**src/rtl/trlc_pkg.sv**
```systemverilog
// ============================================================================
// trlc_pkg: shared definitions for the two-road traffic light controller
// Widths, register map, reset durations and lamp encodings.
// ============================================================================
package trlc_pkg;

    // Countdown and duration width in ticks
    localparam int CNT_W = 14;

    // Number of roads driven by the controller
    localparam int NUM_ROADS = 2;

    // Configuration port geometry
    localparam int APB_DATA_W = 32;
    localparam int APB_ADDR_W = 4;
    localparam int REG_IDX_W  = 2;

    // Register indexes (byte address is four times the index)
    localparam logic [REG_IDX_W-1:0] REG_RED   = 2'd0;
    localparam logic [REG_IDX_W-1:0] REG_GREEN = 2'd1;
    localparam logic [REG_IDX_W-1:0] REG_AMBER = 2'd2;

    // Reset durations in ticks
    localparam logic [CNT_W-1:0] RED_TICKS_RST   = 14'd500;
    localparam logic [CNT_W-1:0] GREEN_TICKS_RST = 14'd300;
    localparam logic [CNT_W-1:0] AMBER_TICKS_RST = 14'd200;

    // Default tick rate of the seconds display
    localparam int TICKS_PER_SECOND_DEF = 100;

    // Lamp outputs: bit 0 red, bit 1 amber, bit 2 green
    localparam int LAMP_W = 3;
    localparam logic [LAMP_W-1:0] LAMP_RED   = 3'b001;
    localparam logic [LAMP_W-1:0] LAMP_AMBER = 3'b010;
    localparam logic [LAMP_W-1:0] LAMP_GREEN = 3'b100;
    localparam logic [LAMP_W-1:0] LAMP_OFF   = 3'b000;

    // Seconds display
    localparam int SEC_W  = 7;
    localparam int BCD_W  = 4;
    localparam logic [SEC_W-1:0] SEC_MAX = 7'd99;

endpackage

```
**src/rtl/two_road_traffic_light_controller_top.sv**
```systemverilog
// ============================================================================
// two_road_traffic_light_controller_top
// Two independent red/green/amber road cycles stepped by tick transfers, with
// per-road lamps and remaining seconds shown as two BCD digits.
// ============================================================================
//
//  Channel  Direction  Handshake             Payload
//  -------  ---------  --------------------  ----------------------------------
//  in       sink       in_valid / in_stall   restart
//  out      source     out_valid / out_stall road0/1_lamps, road0/1_tens/units
//  apb      slave      psel/penable/pready   paddr, pwdata, prdata
//
//  One transfer is accepted per clock while in_stall is low; its result then
//  passes the stage registers in turn. The road state is updated in the accept cycle, the seconds quotient is
//  formed by a reciprocal multiply in the next stage, and the clamp and BCD
//  split fill the output register in the third.
//  A stalled output holds its result; earlier stages keep filling bubbles, so
//  the input stalls only when every stage holds an undelivered transfer.
//  Reset restores the default durations, road 0 red and road 1 green.
//
module two_road_traffic_light_controller_top #(
    parameter int TICKS_PER_SECOND = trlc_pkg::TICKS_PER_SECOND_DEF
) (
    input  logic                             clk,
    input  logic                             rst_n,

    // Tick input channel
    input  logic                             in_valid,
    output logic                             in_stall,
    input  logic                             restart,

    // Result channel
    output logic                             out_valid,
    input  logic                             out_stall,
    output logic [trlc_pkg::LAMP_W-1:0]      road0_lamps,
    output logic [trlc_pkg::LAMP_W-1:0]      road1_lamps,
    output logic [trlc_pkg::BCD_W-1:0]       road0_tens,
    output logic [trlc_pkg::BCD_W-1:0]       road0_units,
    output logic [trlc_pkg::BCD_W-1:0]       road1_tens,
    output logic [trlc_pkg::BCD_W-1:0]       road1_units,

    // Configuration port
    input  logic                             psel,
    input  logic                             penable,
    input  logic                             pwrite,
    input  logic [trlc_pkg::APB_ADDR_W-1:0]  paddr,
    input  logic [trlc_pkg::APB_DATA_W-1:0]  pwdata,
    output logic [trlc_pkg::APB_DATA_W-1:0]  prdata,
    output logic                             pready
);

    import trlc_pkg::*;

    // Road phase codes
    typedef enum logic [1:0] {
        PH_RED   = 2'd0,
        PH_AMBER = 2'd1,
        PH_GREEN = 2'd2
    } phase_t;

    // Reciprocal of the tick rate: q = (x * RECIP) >> RECIP_SHIFT is exact
    // for every countdown value because x * (RECIP * T - 2^S) < 2^S.
    localparam int RECIP_SHIFT = CNT_W + $clog2(TICKS_PER_SECOND);
    localparam int RECIP_W     = RECIP_SHIFT + 1;
    localparam int PROD_W      = CNT_W + RECIP_W;
    localparam logic [RECIP_W-1:0] RECIP =
        RECIP_W'(((2 ** RECIP_SHIFT) + TICKS_PER_SECOND - 1) / TICKS_PER_SECOND);

    // Constants of the BCD split: tens = (sec * 205) >> 11 for sec below 100
    localparam int DIV10_W = 15;
    localparam logic [DIV10_W-1:0] DIV10_MUL = 15'd205;
    localparam int DIV10_SHIFT = 11;

    // Configuration registers
    logic [CNT_W-1:0] red_ticks_reg;
    logic [CNT_W-1:0] green_ticks_reg;
    logic [CNT_W-1:0] amber_ticks_reg;

    // Road state (stage 0)
    phase_t           phase_reg [NUM_ROADS];
    logic [CNT_W-1:0] cnt_reg   [NUM_ROADS];
    phase_t           phase_next[NUM_ROADS];
    logic [CNT_W-1:0] cnt_next  [NUM_ROADS];
    logic [CNT_W-1:0] cnt_dec   [NUM_ROADS];
    logic             v0_reg;

    // Quotient stage (stage 1)
    phase_t           s1_phase_reg[NUM_ROADS];
    logic [CNT_W-1:0] s1_quot_reg [NUM_ROADS];
    logic             s1_zero_reg [NUM_ROADS];
    logic [PROD_W-1:0] quot_prod  [NUM_ROADS];
    logic             v1_reg;

    // Output stage (stage 2)
    logic [SEC_W-1:0]   sec      [NUM_ROADS];
    logic [DIV10_W-1:0] tens_prod[NUM_ROADS];
    logic [BCD_W-1:0]   tens     [NUM_ROADS];
    logic [BCD_W-1:0]   units    [NUM_ROADS];
    logic [LAMP_W-1:0]  lamps    [NUM_ROADS];
    logic [LAMP_W-1:0]  road0_lamps_reg;
    logic [LAMP_W-1:0]  road1_lamps_reg;
    logic [BCD_W-1:0]   road0_tens_reg;
    logic [BCD_W-1:0]   road0_units_reg;
    logic [BCD_W-1:0]   road1_tens_reg;
    logic [BCD_W-1:0]   road1_units_reg;
    logic               out_valid_reg;

    // Stage enables
    logic en_out;
    logic en1;
    logic en0;
    logic in_accept;

    // Register access decode
    logic                 cfg_wr;
    logic [REG_IDX_W-1:0] cfg_idx;

    function automatic logic [LAMP_W-1:0] lamps_of(input phase_t ph);
        logic [LAMP_W-1:0] l;
        unique case (ph)
            PH_RED:   l = LAMP_RED;
            PH_AMBER: l = LAMP_AMBER;
            PH_GREEN: l = LAMP_GREEN;
            default:  l = LAMP_OFF;
        endcase
        return l;
    endfunction

    // A stage advances when it is empty or the stage after it advances.
    assign en_out    = !out_valid_reg || !out_stall;
    assign en1       = !v1_reg || en_out;
    assign en0       = !v0_reg || en1;
    assign in_stall  = !en0;
    assign in_accept = in_valid && en0;

    // ------------------------------------------------------------------------
    // Configuration port
    // ------------------------------------------------------------------------

    assign pready  = 1'b1;
    assign cfg_idx = paddr[APB_ADDR_W-1:2];
    assign cfg_wr  = psel && penable && pwrite;

    // Register writes; an address past the last register is ignored.
    always_ff @(posedge clk or negedge rst_n)
    begin
        if (!rst_n)
        begin
            red_ticks_reg   <= RED_TICKS_RST;
            green_ticks_reg <= GREEN_TICKS_RST;
            amber_ticks_reg <= AMBER_TICKS_RST;
        end
        else if (cfg_wr)
        begin
            unique case (cfg_idx)
                REG_RED:   red_ticks_reg   <= pwdata[CNT_W-1:0];
                REG_GREEN: green_ticks_reg <= pwdata[CNT_W-1:0];
                REG_AMBER: amber_ticks_reg <= pwdata[CNT_W-1:0];
                default:   ;
            endcase
        end
    end

    // Register read-back.
    always_comb
    begin
        unique case (cfg_idx)
            REG_RED:   prdata = APB_DATA_W'(red_ticks_reg);
            REG_GREEN: prdata = APB_DATA_W'(green_ticks_reg);
            REG_AMBER: prdata = APB_DATA_W'(amber_ticks_reg);
            default:   prdata = '0;
        endcase
    end

    // ------------------------------------------------------------------------
    // Stage 0: road countdowns and phases
    // ------------------------------------------------------------------------

    // Decrement each countdown; on expiry move to the next colour and reload.
    always_comb
    begin
        for (int r = 0; r < NUM_ROADS; r++)
        begin
            cnt_dec[r]    = (cnt_reg[r] == '0) ? '0 : cnt_reg[r] - CNT_W'(1);
            phase_next[r] = phase_reg[r];
            cnt_next[r]   = cnt_dec[r];
            if (cnt_dec[r] == '0)
            begin
                unique case (phase_reg[r])
                    PH_AMBER:
                    begin
                        phase_next[r] = PH_RED;
                        cnt_next[r]   = red_ticks_reg;
                    end
                    PH_GREEN:
                    begin
                        phase_next[r] = PH_AMBER;
                        cnt_next[r]   = amber_ticks_reg;
                    end
                    default:
                    begin
                        phase_next[r] = PH_GREEN;
                        cnt_next[r]   = green_ticks_reg;
                    end
                endcase
            end
        end
        // A restart puts both roads back to their starting phases.
        if (restart)
        begin
            phase_next[0] = PH_RED;
            cnt_next[0]   = red_ticks_reg;
            phase_next[1] = PH_GREEN;
            cnt_next[1]   = green_ticks_reg;
        end
    end

    always_ff @(posedge clk or negedge rst_n)
    begin
        if (!rst_n)
        begin
            phase_reg[0] <= PH_RED;
            cnt_reg[0]   <= RED_TICKS_RST;
            phase_reg[1] <= PH_GREEN;
            cnt_reg[1]   <= GREEN_TICKS_RST;
            v0_reg       <= 1'b0;
        end
        else if (en0)
        begin
            v0_reg <= in_valid;
            if (in_accept)
            begin
                for (int r = 0; r < NUM_ROADS; r++)
                begin
                    phase_reg[r] <= phase_next[r];
                    cnt_reg[r]   <= cnt_next[r];
                end
            end
        end
    end

    // ------------------------------------------------------------------------
    // Stage 1: whole seconds left less one, (count - 1) / TICKS_PER_SECOND
    // ------------------------------------------------------------------------

    always_comb
    begin
        for (int r = 0; r < NUM_ROADS; r++)
        begin
            quot_prod[r] = PROD_W'(cnt_reg[r] - CNT_W'(1)) * PROD_W'(RECIP);
        end
    end

    always_ff @(posedge clk or negedge rst_n)
    begin
        if (!rst_n)
        begin
            v1_reg <= 1'b0;
        end
        else if (en1)
        begin
            v1_reg <= v0_reg;
        end
    end

    always_ff @(posedge clk)
    begin
        if (en1)
        begin
            for (int r = 0; r < NUM_ROADS; r++)
            begin
                s1_phase_reg[r] <= phase_reg[r];
                s1_quot_reg[r]  <= quot_prod[r][RECIP_SHIFT +: CNT_W];
                s1_zero_reg[r]  <= (cnt_reg[r] == '0);
            end
        end
    end

    // ------------------------------------------------------------------------
    // Stage 2: clamp to 99 seconds, split into BCD digits, drive lamps
    // ------------------------------------------------------------------------

    always_comb
    begin
        for (int r = 0; r < NUM_ROADS; r++)
        begin
            if (s1_zero_reg[r])
                sec[r] = '0;
            else if (s1_quot_reg[r] >= CNT_W'(SEC_MAX))
                sec[r] = SEC_MAX;
            else
                sec[r] = SEC_W'(s1_quot_reg[r]) + SEC_W'(1);
            tens_prod[r] = DIV10_W'(sec[r]) * DIV10_MUL;
            tens[r]      = tens_prod[r][DIV10_SHIFT +: BCD_W];
            units[r]     = BCD_W'(sec[r] - ({3'b000, tens[r]} << 3)
                                         - ({3'b000, tens[r]} << 1));
            lamps[r]     = lamps_of(s1_phase_reg[r]);
        end
    end

    always_ff @(posedge clk or negedge rst_n)
    begin
        if (!rst_n)
        begin
            out_valid_reg <= 1'b0;
        end
        else if (en_out)
        begin
            out_valid_reg <= v1_reg;
        end
    end

    always_ff @(posedge clk)
    begin
        if (en_out)
        begin
            road0_lamps_reg <= lamps[0];
            road1_lamps_reg <= lamps[1];
            road0_tens_reg  <= tens[0];
            road0_units_reg <= units[0];
            road1_tens_reg  <= tens[1];
            road1_units_reg <= units[1];
        end
    end

    assign out_valid   = out_valid_reg;
    assign road0_lamps = road0_lamps_reg;
    assign road1_lamps = road1_lamps_reg;
    assign road0_tens  = road0_tens_reg;
    assign road0_units = road0_units_reg;
    assign road1_tens  = road1_tens_reg;
    assign road1_units = road1_units_reg;

`ifndef NO_ASSERTIONS
    // The input stalls only behind a full pipeline with a stalled result.
    a_stall_cause: assert property (@(posedge clk) disable iff (!rst_n)
        in_stall |-> (out_valid && out_stall && v1_reg && v0_reg))
        else $error("input stalled while the pipeline has room");

    // A running countdown above one drops by exactly one per tick.
    a_count_down: assert property (@(posedge clk) disable iff (!rst_n)
        (in_accept && !restart && cnt_reg[0] > CNT_W'(1))
        |=> (cnt_reg[0] == $past(cnt_reg[0]) - CNT_W'(1)))
        else $error("road 0 countdown did not decrement");

    // A restart puts road 0 on red and road 1 on green.
    a_restart: assert property (@(posedge clk) disable iff (!rst_n)
        (in_accept && restart)
        |=> (phase_reg[0] == PH_RED && phase_reg[1] == PH_GREEN))
        else $error("restart did not restore the starting phases");

    // A new result appears only when the quotient stage held a transfer.
    a_out_source: assert property (@(posedge clk) disable iff (!rst_n)
        $rose(out_valid) |-> $past(v1_reg))
        else $error("result produced from an empty stage");

    // Displayed digits are always decimal.
    a_bcd: assert property (@(posedge clk) disable iff (!rst_n)
        out_valid |-> (road0_tens <= 4'd9 && road0_units <= 4'd9
                       && road1_tens <= 4'd9 && road1_units <= 4'd9))
        else $error("digit out of decimal range");
`endif

endmodule
```
**config.mk**
```make
export PLATFORM = sky130hd
export DESIGN_NAME = two_road_traffic_light_controller_top
export DESIGN_NICKNAME = d
export VERILOG_FILES = /design/src/rtl/trlc_pkg.sv /design/src/rtl/two_road_traffic_light_controller_top.sv
export SDC_FILE = /design/constraint.sdc
export NUM_CORES = 1
export LEC_CHECK = 0
export BUFFER_PORTS_ARGS = -buffer_cell sky130_fd_sc_hd__buf_4
export CORE_MARGIN = 3
export CORE_UTILIZATION = 40
export CTS_CLUSTER_DIAMETER = 120
export DETAILED_ROUTE_END_ITERATION = 7
export MAX_ROUTING_LAYER = met4
export PLACE_DENSITY = 0.62
export SLEW_MARGIN = 40
export SYNTH_ARGS = -nofsm -noshare
export SYNTH_HDL_FRONTEND = slang
export SYNTH_SLANG_ARGS = --single-unit
```
**constraint.sdc**
```tcl
create_clock -name clk -period 13.7 [get_ports clk]
set_input_delay 2.74 -clock clk [delete_from_list [all_inputs] [get_ports clk]]
set_output_delay 2.74 -clock clk [all_outputs]
set_load 0.02 [all_outputs]
```
Word level (Yosys, flattened, before mapping) --
Memory sizes are Yosys's and may differ from the RTL's. Cells that the tools add are included.
Cells by class: muxes and demuxes 21, $add $sub $neg 10, magnitude comparators 2, multiply operators 4, reduce and logical (&&, ||, !) cells 26, equality and inequality tests 10
Operators by type and width (count):
- 36-bit by 13-bit multiplier with 33-bit output, second input constant | 2
- 14-bit zero test | 4
- 14-bit 2-to-1 mux | 4
- 14-bit case mux with 2 select lines | 2
- 14-bit case mux with 3 select lines | 1
- 7-bit by 8-bit multiplier with 15-bit output, second input constant | 2
- 14-bit by 1-bit subtractor with 15-bit output, second input constant | 2
- 14-bit by 7-bit greater-or-equal comparator with 1-bit output, second input constant | 2
- 28-bit 2-to-1 mux | 1
- 7-bit 2-to-1 mux | 4
- 14-bit by 1-bit subtractor with 14-bit output, second input constant | 2
- 3-bit case mux with 3 select lines | 2
- 4-bit subtractor | 4
- 7-bit by 1-bit adder with 7-bit output, second input constant | 2
- 2-bit by 1-bit equality test with 1-bit output, second input constant | 5
- 2-bit equality test, second input constant | 5
- 2-bit case mux with 2 select lines | 2
- 2-bit AND reduction | 4
- 2-bit zero test | 3
- 3-bit AND reduction | 2
- 1-bit zero test | 5
- 2-bit 2-to-1 mux | 2
- 4-bit 2-to-1 mux | 1
- 2-bit nonzero test | 2
- 3 further kinds | 8
Storage, ports and cells: output and inout bits 57, flip-flop bits (word level) 99, memories 3, memory bits (writable) 34
Memories:
- s1_quot_reg | depth 2, width 14, read ports 2, clocked after memory_dff 0, wr ports 2, RTL line two_road_traffic_light_controller_top.sv:89 | logic [CNT_W-1:0] s1_quot_reg [NUM_ROADS];
- s1_phase_reg | depth 2, width 2, read ports 2, clocked after memory_dff 0, wr ports 2, RTL line two_road_traffic_light_controller_top.sv:88 | phase_t s1_phase_reg[NUM_ROADS];
- s1_zero_reg | depth 2, width 1, read ports 2, clocked after memory_dff 0, wr ports 2, RTL line two_road_traffic_light_controller_top.sv:90 | logic s1_zero_reg [NUM_ROADS];

Longest topological paths before layout --
Gate-level depths: netlist of run 1. An unclocked memory read counts as a cell.
word-level depth 7, mapped depth 27, mapped depth without buffers 27

Least setup slack after synthesis of run 1 --
No wires, ideal clock.
path kind input -> output, start in paddr[2] (netlist bit), end out prdata[0] (netlist bit), slack 6.797 ns, data arrival time 4.163 ns, cell stages on the path 4, required time 10.960 ns, cell sequence clkbuf_1 > buf_1 > mux2i_1 > o21ai_0
Between the ends: longest elaborated chain between the ends 2
RTL lines:
- from (decl) | RTL line two_road_traffic_light_controller_top.sv:46 | input logic [trlc_pkg::APB_ADDR_W-1:0] paddr,
- 2-bit equality test (tied with other cells) | RTL line two_road_traffic_light_controller_top.sv:167 | unique case (cfg_idx)
- 14-bit case mux with 3 select lines (*) | RTL line two_road_traffic_light_controller_top.sv:167
- to (decl) | RTL line two_road_traffic_light_controller_top.sv:48 | output logic [trlc_pkg::APB_DATA_W-1:0] prdata,
Mark *: on every way between the ends. The rest lies on a longest branch, timed or not.

==> run_results.csv, run 1 <==
group,metric,value,unit
status,status,"finished, final reports clean",
logic_synthesis,synth-edff-count,56,
logic_synthesis,synth_ff_type,"edfxtp_1",
placement,hpwlAfterDp,30760,µm
logic_synthesis,synth_area_leaders,"ha_1, fa_1, edfxtp_1, inv_1, dfrtp_1",
floorplan,fp-row-count,74,
layout,drive_gt1_share,11.54,%
timing,clock_skew,0.01035,ns
drt,postRouteAntennaNets,0,
drt,drt_iter0_markers,637,
timing,worst_slack,5.859,ns
placement,place.gp.congestion,0.9107,
floorplan,die_h,211.6,µm
worst_setup_path,crit_arrival,8.05,ns
logic_synthesis,synthAdderAreaFrac,39.32,%
logic_synthesis,synth_top_family_by_area,"adder cells",
worst_setup_path,required,13.90,ns
clock_network,cts_buffers,17,
timing,slew_headroom,46.46,%
timing,worst_pin_slew,0.8005,ns
clock_network,cts-resized-gates,0,
drt,drt-total-wl,36980,µm
logic_synthesis,synth.lib_cells_used.distinct,75,
placement,place_inst,2319,
global_route,antenna_found_initial,0,
logic_synthesis,synth_commonest_cells,"inv_1, ha_1, fa_1",
worst_setup_path,cp-start-kind,"flop",
timing,drv_slew,0,
floorplan,initial_core_util,40.94,%
floorplan,die-area,0.04477,mm²
floorplan,die_w,211.6,µm
clock_network,ctsHoldBuffers,0,
logic_synthesis,synth_cells,1765,
logic_synthesis,synthXorXnorAreaFrac,4.552,%
global_route,grt_pass1_vias,12430,
layout,nNetsFinal,2288,
layout,n_antenna_cell,0,
clock_network,cts_tree,"done",
global_route,grt_max_degree,78,
timing,finalSetupViolCount,0,
logic_synthesis,async_flop_share,57.89,%
logic_synthesis,synth_area,0.01690,mm²
drt,wl_per_cell,15.72,µm
clock_network,cts_setup_buffers,0,
flow_run,cap_violations,0,
layout,multi_input_area,0.01165,mm²
logic_synthesis,synthMuxAreaShare,3.923,%
logic_synthesis,synth-compound-area-share,11.47,%
logic_synthesis,yosysMostFrequentCell,"inv_1",
worst_setup_path,critical_path_class,"flop to flop",
placement,dp_slack,5.817,ns
min_path,hp-class,"flop to flop",
logic_synthesis,syn_area_per_cell,9.578,µm²
timing,min_period,7.841,ns
placement,port_buffers,61,
clock_network,clock-sinks,133,
logic_synthesis,synth_top_area_cell,"ha_1",
timing,hold_violations,0,
drt,drc_errors,0,
timing,period_share,57.23,%
layout,post-route-util,44.86,%
drt,routed-via-count,12240,
clock_network,htree_levels,4,
logic_synthesis,synth_top_area_share,20.72,%
clock_network,cts_root_buf,"clkbuf_16",
floorplan,pin_count,101,
logic_synthesis,ys_seq_area_share,21.52,%
layout,regArea,0.003638,mm²
clock_network,clk_pin_slew_worst_paths,0.06,ns
worst_setup_path,endpoint_kind,"flop",
layout,area_growth,9.577,%
layout,final_cells,2352,
drt,post_drt_via_cell_ratio,5.205,
floorplan,core,0.04129,mm²
timing,maxClockFrequency,127.5,MHz
logic_synthesis,ys_warn_count,0,
layout,nFillCells,3911,
logic_synthesis,ys_ff_latch,133,
clock_network,clock_path_buffers,2,
global_route,grt_use_total,17.79,%
logic_synthesis,yosys.area_share.simple,8.682,%
global_route,overflow,0,
worst_setup_path,crit_fanout,8,
global_route,grt_first_pass_wirelength,62560,µm
timing,rsz0062_at_grt,"no",
clock_network,clk_latency,0.43,ns
drt,drtPass1Iterations,6,
timing,tns,0,ns
cells by family after synthesis:
kind of cell    count (synthesis)
buf+inv                       448
fa+ha+maj                     437
simple gates                  305
compound gates                292
flops                         133
xor+xnor                       87
mux                            61
other cells                     2
worst paths after layout:
| path | endpoint | slack (ns) | start | depth (start not counted) |
|---|---|---|---|---|
| worst max register to register | s1_quot_reg[0][25]$_DFFE_PP_ | 5.86 | cnt_reg[2]$_DFFE_PN1P_ | 27 |
| min in group asynchronous | amber_ticks_reg[2]$_DFFE_PN0P_ | 2.31 | rst_n | 1 |
| worst min-delay path | v1_reg$_DFFE_PN0P_ | 0.47 | v0_reg$_DFFE_PN0N_ | 1 |
| worst max-delay path | s1_quot_reg[0][25]$_DFFE_PP_ | 5.86 | cnt_reg[2]$_DFFE_PN1P_ | 27 |
| worst min register to register | v1_reg$_DFFE_PN0P_ | 0.47 | v0_reg$_DFFE_PN0N_ | 1 |
| max in group asynchronous | out_valid$_DFFE_PN0P_ | 10.84 | rst_n | 1 |
layout by cell type (no fill, tap or decap), drive strengths merged, types with 5 or more instances in the layout:
cell type / n
nand2b: 6
nand2: 111
clkbuf: 20
nor3: 22
a2111oi: 5
buf: 69
o31ai: 13
conb: 21
or3: 9
ha: 280
o21a: 7
a31oi: 6
xor2: 31
nor4: 15
and2: 6
a221oi: 24
inv: 386
edfxtp: 56
nor2: 64
and3: 8
a22oi: 29
nand4: 9
dfrtp: 53
a21oi: 58
o21ai: 93
a21o: 8
xnor2: 56
a211oi: 8
o21bai: 7
nand3: 25
dfstp: 24
nor2b: 11
mux2: 42
fa: 157
mux2i: 19
clkinv: 7
worst max-delay path, cell delays in order, from the launching register on:
cell and delay (ns):
dfstp_2 0.59, inv_1 0.09, ha_1 0.17, a21boi_0 0.53, nand2_1 0.26, or3_1 0.47
nor3_1 0.20, xnor2_1 0.31, inv_2 0.22, xnor2_1 0.18, ha_1 0.20, a21o_1 0.15
ha_1 0.27, inv_1 0.04, fa_1 0.47, inv_1 0.05, fa_1 0.53, inv_1 0.06
fa_1 0.53, inv_1 0.04, ha_1 0.33, and3_1 0.20, and2_1 0.17, o31ai_1 0.35
o2111ai_1 0.31, nand3_1 0.22, nand3b_1 0.19, a2111oi_0 0.47
final cells by class:
| cell class | count | area share (%) |
|---|---|---|
| Multi-Input combinational cell | 1203 | 62.89 |
| Sequential cell | 133 | 19.64 |
| Clock buffer | 20 | 2.519 |
| Inverter | 383 | 7.761 |
| Tap cell | 532 | 3.593 |
| Clock inverter | 12 | 0.7768 |
| Timing Repair Buffer | 69 | 2.817 |
layer usage:
layer	vias up	wire [µm]	part of all wire, %	track usage [%]
met5	-	0	0	-
met4	0	225	0.61	2.587
met3	28	1564	4.2	2.949
met2	253	16850	46	27.72
met1	6002	18350	50	25.09
li1	5959	-	-	-
through the flow:
step / instance area (µm²) / hold slack (ns)
after CTS: 18490 / 0.4671
after global placement: 17830 / 0.4457
after detailed placement: 17880 / 0.4464
after floorplan: 16980 / 0.4348
final: 18520 / 0.4658
after global routing: 18520 / 0.4879
Power of run 1 is left out: the tool's default activity adds up to more than one toggle a clock period on the data nets, which glitch-free logic cannot reach.
==> run 2: changes to the inputs <==
PLACE_DENSITY = 0.64   (was 0.62)
clock period = 6.8 ns   (was 13.7 ns; I/O delays follow)
==> run 2 against run 1 <==
  * Global-route usage up 0.65 points
  * Core utilization up 1.8 points
  * Fmax up 20%
  * Flip-flop and latch count unchanged
  * Critical endpoint is now s1_quot_reg[0][22]$_DFFE_PP_
  * Hold slack better by 0.0077 ns
  * Wire length up 4.2%
  * Clock skew up 0.0036 ns
  * Worst setup slack worse by 5.6 ns
  * Via count up 2.5%
  * Sequential share of layout area down 0.77 points
  * Non-clock buffer count up 86
  * Critical path depth down 3
==> run_results.csv, run 2 (synthesized netlist as in run 1, its figures left out) <==
group,metric,value,unit
placement,dpl-instance-area,0.01844,mm²
global_route,overflow,0,
clock_network,clk_latency,0.44,ns
timing,period_share,95.99,%
timing,slew_headroom,45.04,%
layout,nNetsFinal,2374,
timing,tns,0,ns
placement,hpwlAfterDp,31690,µm
worst_setup_path,timing.critical_path.cells,"inv_1 > ha_1 > a21boi_2 > nand2_2 > or3_4 > nor3_4 > xnor2_2 > inv_1 > ha_1 > fa_1 > fa_1 > fa_1 > inv_1 > fa_1 > inv_1 > ha_1 > and3_1 > and3_1 > o211ai_1 > o2111ai_4 > nand3_2 > nand3b_1 > buf_4 > xor2_1",
layout,stdcell_area,0.01928,mm²
layout,area_growth,14.03,%
global_route,grt_max_degree,78,
floorplan,die-area,0.04477,mm²
clock_network,clk_pin_slew_worst_paths,0.06,ns
timing,hold_violations,0,
worst_setup_path,required,6.97,ns
clock_network,clock-sinks,133,
floorplan,initial_core_util,40.94,%
floorplan,core,0.04129,mm²
global_route,use_met1,25.86,%
worst_setup_path,slowest_stage,"fa_1",
drt,postRouteAntennaNets,0,
worst_setup_path,endpoint_kind,"flop",
clock_network,clock_path_buffers,2,
clock_network,cts_root_buf,"clkbuf_16",
global_route,grt_first_pass_wirelength,65360,µm
global_route,gr-usage-met2,28.59,%
timing,worst_pin_slew,0.8223,ns
drt,post_drt_via_cell_ratio,5.143,
worst_setup_path,crit_cells,24,
worst_setup_path,crit_buf_inv,5,
timing,drv_slew,0,
clock_network,ctsHoldBuffers,0,
floorplan,fp-row-count,74,
clock_network,htree_levels,4,
worst_setup_path,critical_path_class,"flop to flop",
worst_setup_path,cp_top_family,"adder cells",
timing,clock_skew,0.01399,ns
worst_setup_path,crit_start,"cnt_reg[2]$_DFFE_PN1P_",
timing,min_period,6.527,ns
drt,drt_iter0_markers,681,
placement,place.gp.congestion,0.8904,
layout,post-route-util,46.68,%
status,status,"finished, final reports clean",
layout,final_common_cell,"inv_1",
layout,layout_common_cells,"inv_1, ha_1, fa_1",
clock_network,cts_tree,"done",
worst_setup_path,r2r-start,"cnt_reg[2]$_DFFE_PN1P_",
worst_setup_path,r2r_cells,24,
drt,drc_errors,0,
global_route,busiest_layer,"met2",
drt,drtPass1Iterations,6,
global_route,grt_use_total,18.44,%
global_route,met3_usage,3.008,%
global_route,antenna_found_initial,1,
timing,maxClockFrequency,153.2,MHz
worst_setup_path,endpoint,"s1_quot_reg[0][22]$_DFFE_PP_",
flow_run,cap_violations,0,
worst_setup_path,crit_arrival,6.70,ns
clock_network,cts_buffers,17,
placement,port_buffers,61,
worst_setup_path,r2r_slack,0.27,ns
timing,whs,0.4735,ns
floorplan,die_w,211.6,µm
layout,drive_gt1_share,16.21,%
min_path,hp-class,"flop to flop",
floorplan,die_h,211.6,µm
drt,wl_per_cell,15.80,µm
global_route,grt_pass1_vias,13130,
worst_setup_path,crit_fanout,5,
drt,routed-via-count,12540,
timing,finalSetupViolCount,0,
drt,drt-total-wl,38540,µm
worst_setup_path,r2r_end,"s1_quot_reg[0][22]$_DFFE_PP_",
worst_setup_path,critPathMaxStageDelay,0.58,ns
worst_setup_path,cp-start-kind,"flop",
floorplan,pin_count,101,
run 2: cell types whose count changed in the layout (fill, tap and decap cells not counted), sizes merged:
| cell | delta |
|---|---|
| buf | +86 |
| bufinv | -2 |
| inv | -1 |
| clkinv | +1 |
| clkinvlp | +2 |
| diode | +1 |
run 2: how the worst min path moves through the flow:
stage                       startpoint  depth (start not counted)  slack (ns)                 end
floorplan           v0_reg$_DFFE_PN0N_                          1        0.43  v1_reg$_DFFE_PN0P_
global placement    v0_reg$_DFFE_PN0N_                          1        0.45  v1_reg$_DFFE_PN0P_
detailed placement  v0_reg$_DFFE_PN0N_                          1        0.46  v1_reg$_DFFE_PN0P_
CTS                 v0_reg$_DFFE_PN0N_                          1        0.47  v1_reg$_DFFE_PN0P_
global route        v0_reg$_DFFE_PN0N_                          1        0.49  v1_reg$_DFFE_PN0P_
finish              v0_reg$_DFFE_PN0N_                          1        0.47  v1_reg$_DFFE_PN0P_
run 2: per-layer routing:
layer	routed length [µm]	share of wire [%]	vias to the layer above
li1	-	-	6120
met1	18710	49	6117
met2	17640	46	271
met3	1764	4.6	35
met4	431	1.1	0
met5	0	0	-
run 2: repair_timing:
action                                  4_1_cts  5_1_grt
gates resized for setup                       4       33
pin swaps                                     0       15
endpoints found under the setup margin        4       22
buffers inserted                              0        8
run 2: cell type report:
| cell class | count | area [µm²] |
|---|---|---|
| timing repair buffer | 155 | 1171 |
| tap | 532 | 665.6 |
| clock inverter | 12 | 93.84 |
| fill | 3804 | 22020 |
| clock buffer | 20 | 478.0 |
| inverter | 383 | 1438 |
| antenna | 1 | 2.502 |
| sequential | 133 | 3638 |
| multi-input combinational | 1203 | 11790 |
run 2: worst register-to-register path, stage by stage (launching register included):
cell and delay, ns:
dfstp_2 0.52, inv_1 0.05, ha_1 0.18, a21boi_2 0.17, nand2_2 0.09, or3_4 0.40, nor3_4 0.22, xnor2_2 0.18
inv_1 0.07, ha_1 0.32, fa_1 0.58, fa_1 0.45, fa_1 0.50, inv_1 0.06, fa_1 0.52, inv_1 0.04
ha_1 0.33, and3_1 0.25, and3_1 0.20, o211ai_1 0.20, o2111ai_4 0.20, nand3_2 0.13, nand3b_1 0.26, buf_4 0.24
xor2_1 0.13
run 2: metrics by stage:
stage	worst slack, ns	std cells
4_1_cts	0.02010	2429
6_report	0.2728	2439
3_3_place_gp	0.03054	2397
5_1_grt	-0.04024	2439
2_1_floorplan	0.06367	1784
3_5_place_dp	-0.07291	2397
Power of run 2 is left out for the same reason.
==> run 3: changes to the inputs <==
CORE_ASPECT_RATIO = 1.75   (was default)
TNS_END_PERCENT = 100   (was default)
==> run 3 against run 2 <==
  * Hold slack worse by 0.0022 ns
  * Register-to-register slack got worse by 0.27 ns
  * First-iteration DRC count down 32%
  * Non-clock buffer count increased by 43
  * Largest cell class unchanged
==> run_results.csv, run 3 (synthesized netlist as in run 1, its figures left out) <==
group,metric,value,unit
drt,wl_per_cell,17.03,µm
placement,port_buffers,61,
global_route,antenna_found_initial,1,
layout,area_growth,17.06,%
worst_setup_path,endpoint_kind,"flop",
layout,nNetsFinal,2417,
worst_setup_path,crit_fanout,3,
worst_setup_path,cp-start-kind,"flop",
worst_setup_path,crit_arrival,6.99,ns
min_path,hp-class,"flop to flop",
drt,postRouteAntennaNets,0,
clock_network,clk_latency,0.44,ns
clock_network,ctsHoldBuffers,0,
layout,stdcell_area,0.01979,mm²
drt,post_drt_via_cell_ratio,5.122,
global_route,grt_pass1_vias,13930,
clock_network,clock_path_buffers,2,
timing,rsz0062_at_grt,"yes",
timing,finalSetupViolCount,0,
global_route,grt_max_degree,67,
drt,drt_iter0_markers,466,
floorplan,initial_core_util,40.50,%
floorplan,fp-row-count,99,
floorplan,die-area,0.04486,mm²
timing,period_share,99.96,%
worst_setup_path,slowest_stage,"or4_4",
clock_network,clock-sinks,133,
timing,drv_slew,0,
worst_setup_path,critical_path_class,"flop to flop",
layout,layout_common_cells,"inv_1, ha_1, buf_4",
timing,maxClockFrequency,147.1,MHz
layout,drive_gt1_share,18.89,%
drt,drc_errors,0,
timing,clock_skew,0.009974,ns
layout,final_common_cell,"inv_1",
drt,drt-total-wl,42650,µm
worst_setup_path,required,6.99,ns
clock_network,cts_tree,"done",
global_route,grt_first_pass_wirelength,69160,µm
timing,worst_pin_slew,0.8126,ns
placement,hpwlAfterDp,35770,µm
global_route,overflow,0,
global_route,grt_use_total,20.00,%
worst_setup_path,critPathMaxStageDelay,0.54,ns
placement,dpl-instance-area,0.01882,mm²
floorplan,die_h,278.0,µm
clock_network,cts_buffers,17,
timing,slew_headroom,45.49,%
clock_network,cts_root_buf,"clkbuf_16",
worst_setup_path,timing.critical_path.cells,"or4_4 > or4_4 > nor3_4 > xor2_4 > inv_2 > fa_1 > inv_1 > ha_1 > inv_2 > fa_1 > inv_2 > fa_1 > inv_2 > fa_1 > inv_2 > ha_4 > nand4_1 > nor4_4 > nand4_1 > o211ai_1 > buf_4 > a211oi_4 > o311a_1 > a41o_1",
placement,place.gp.congestion,0.9581,
worst_setup_path,cpMostUsedCell,"inv_2",
clock_network,clk_pin_slew_worst_paths,0.06,ns
drt,routed-via-count,12830,
status,status,"finished, final reports clean",
timing,hold_violations,0,
floorplan,die_w,161.4,µm
clock_network,htree_levels,4,
flow_run,cap_violations,0,
floorplan,pin_count,101,
timing,min_period,6.798,ns
floorplan,core,0.04174,mm²
drt,drtPass1Iterations,5,
## run 3: cell count changes in the layout (fill, tap and decap cells not counted), moves of 3 or more
cell	change
inv_1	-6
buf_4	+42
xnor2_2	+5
inv_2	+6
ha_4	+3
ha_1	-3
clkinv_4	-3
bufinv_16	+4
xnor2_1	-5
## run 3: final cells by class
cell class	count	area [µm²]
clock inverters	14	200.2
clock buffers	17	425.4
multi-input cells	1203	11880
flip-flops and latches	133	3638
fillers	3890	21950
inverters	383	1438
repair buffers	198	1506
well taps	555	694.4
diodes	1	2.502
## run 3: metal layers
metal | global-route usage [%] | vias up | share of wire, %
met1 | 18.13 | 6306 | 33
met5 | - | - | 0
met3 | 2.487 | 113 | 2.2
li1 | - | 6186 | -
met2 | 39.66 | 220 | 59
met4 | 10.29 | 0 | 5.1
## run 3: metrics by stage
| step | worst slack (ns) | utilization [%] | setup TNS (ns) | cells | hold slack, ns |
|---|---|---|---|---|---|
| floorplan | 0.06367 | - | 0 | 1784 | 0.4348 |
| global placement | -0.1550 | 45.06 | -0.9657 | 2465 | 0.4485 |
| detailed placement | -0.2599 | 45.09 | -1.606 | 2465 | 0.4587 |
| CTS | 0.005457 | 46.91 | 0 | 2498 | 0.4761 |
| global route | -0.1404 | 47.41 | -0.3673 | 2504 | 0.5092 |
| finish | 0.002442 | 47.41 | 0 | 2504 | 0.4713 |
## run 3: worst paths after layout
kind | startpoint | endpoint | slack, ns | cells past startpoint
min | v0_reg$_DFFE_PN0N_ | v1_reg$_DFFE_PN0P_ | 0.47 | 1
max | cnt_reg[18]$_DFFE_PN1P_ | s1_quot_reg[0][10]$_DFFE_PP_ | 0.002 | 24
min reg2reg | v0_reg$_DFFE_PN0N_ | v1_reg$_DFFE_PN0P_ | 0.47 | 1
max in group asynchronous | rst_n | v1_reg$_DFFE_PN0P_ | 5.19 | 2
min in group asynchronous | rst_n | red_ticks_reg[0]$_DFFE_PN0P_ | 0.75 | 1
max reg2reg | cnt_reg[18]$_DFFE_PN1P_ | s1_quot_reg[0][10]$_DFFE_PP_ | 0.002 | 24
## run 3: critical path, delay by kind of cell, from the launching register on
kind | cells | cell delay (ns)
flip-flops | 1 | 0.37
AO/OA/AOI/OAI | 4 | 0.82
AND/OR/NAND/NOR | 6 | 2.11
adder cells (fa/ha/maj) | 6 | 2.57
buffers and inverters | 7 | 0.50
XOR/XNOR | 1 | 0.19
## run 3: what timing repair did
item / 4_1_cts / 5_1_grt
setup buffers: 2 / 4
pin swaps: 13 / 26
endpoints found under the setup margin: 14 / 22
gates resized for setup: 23 / 33
Power of run 3 is left out for the same reason.
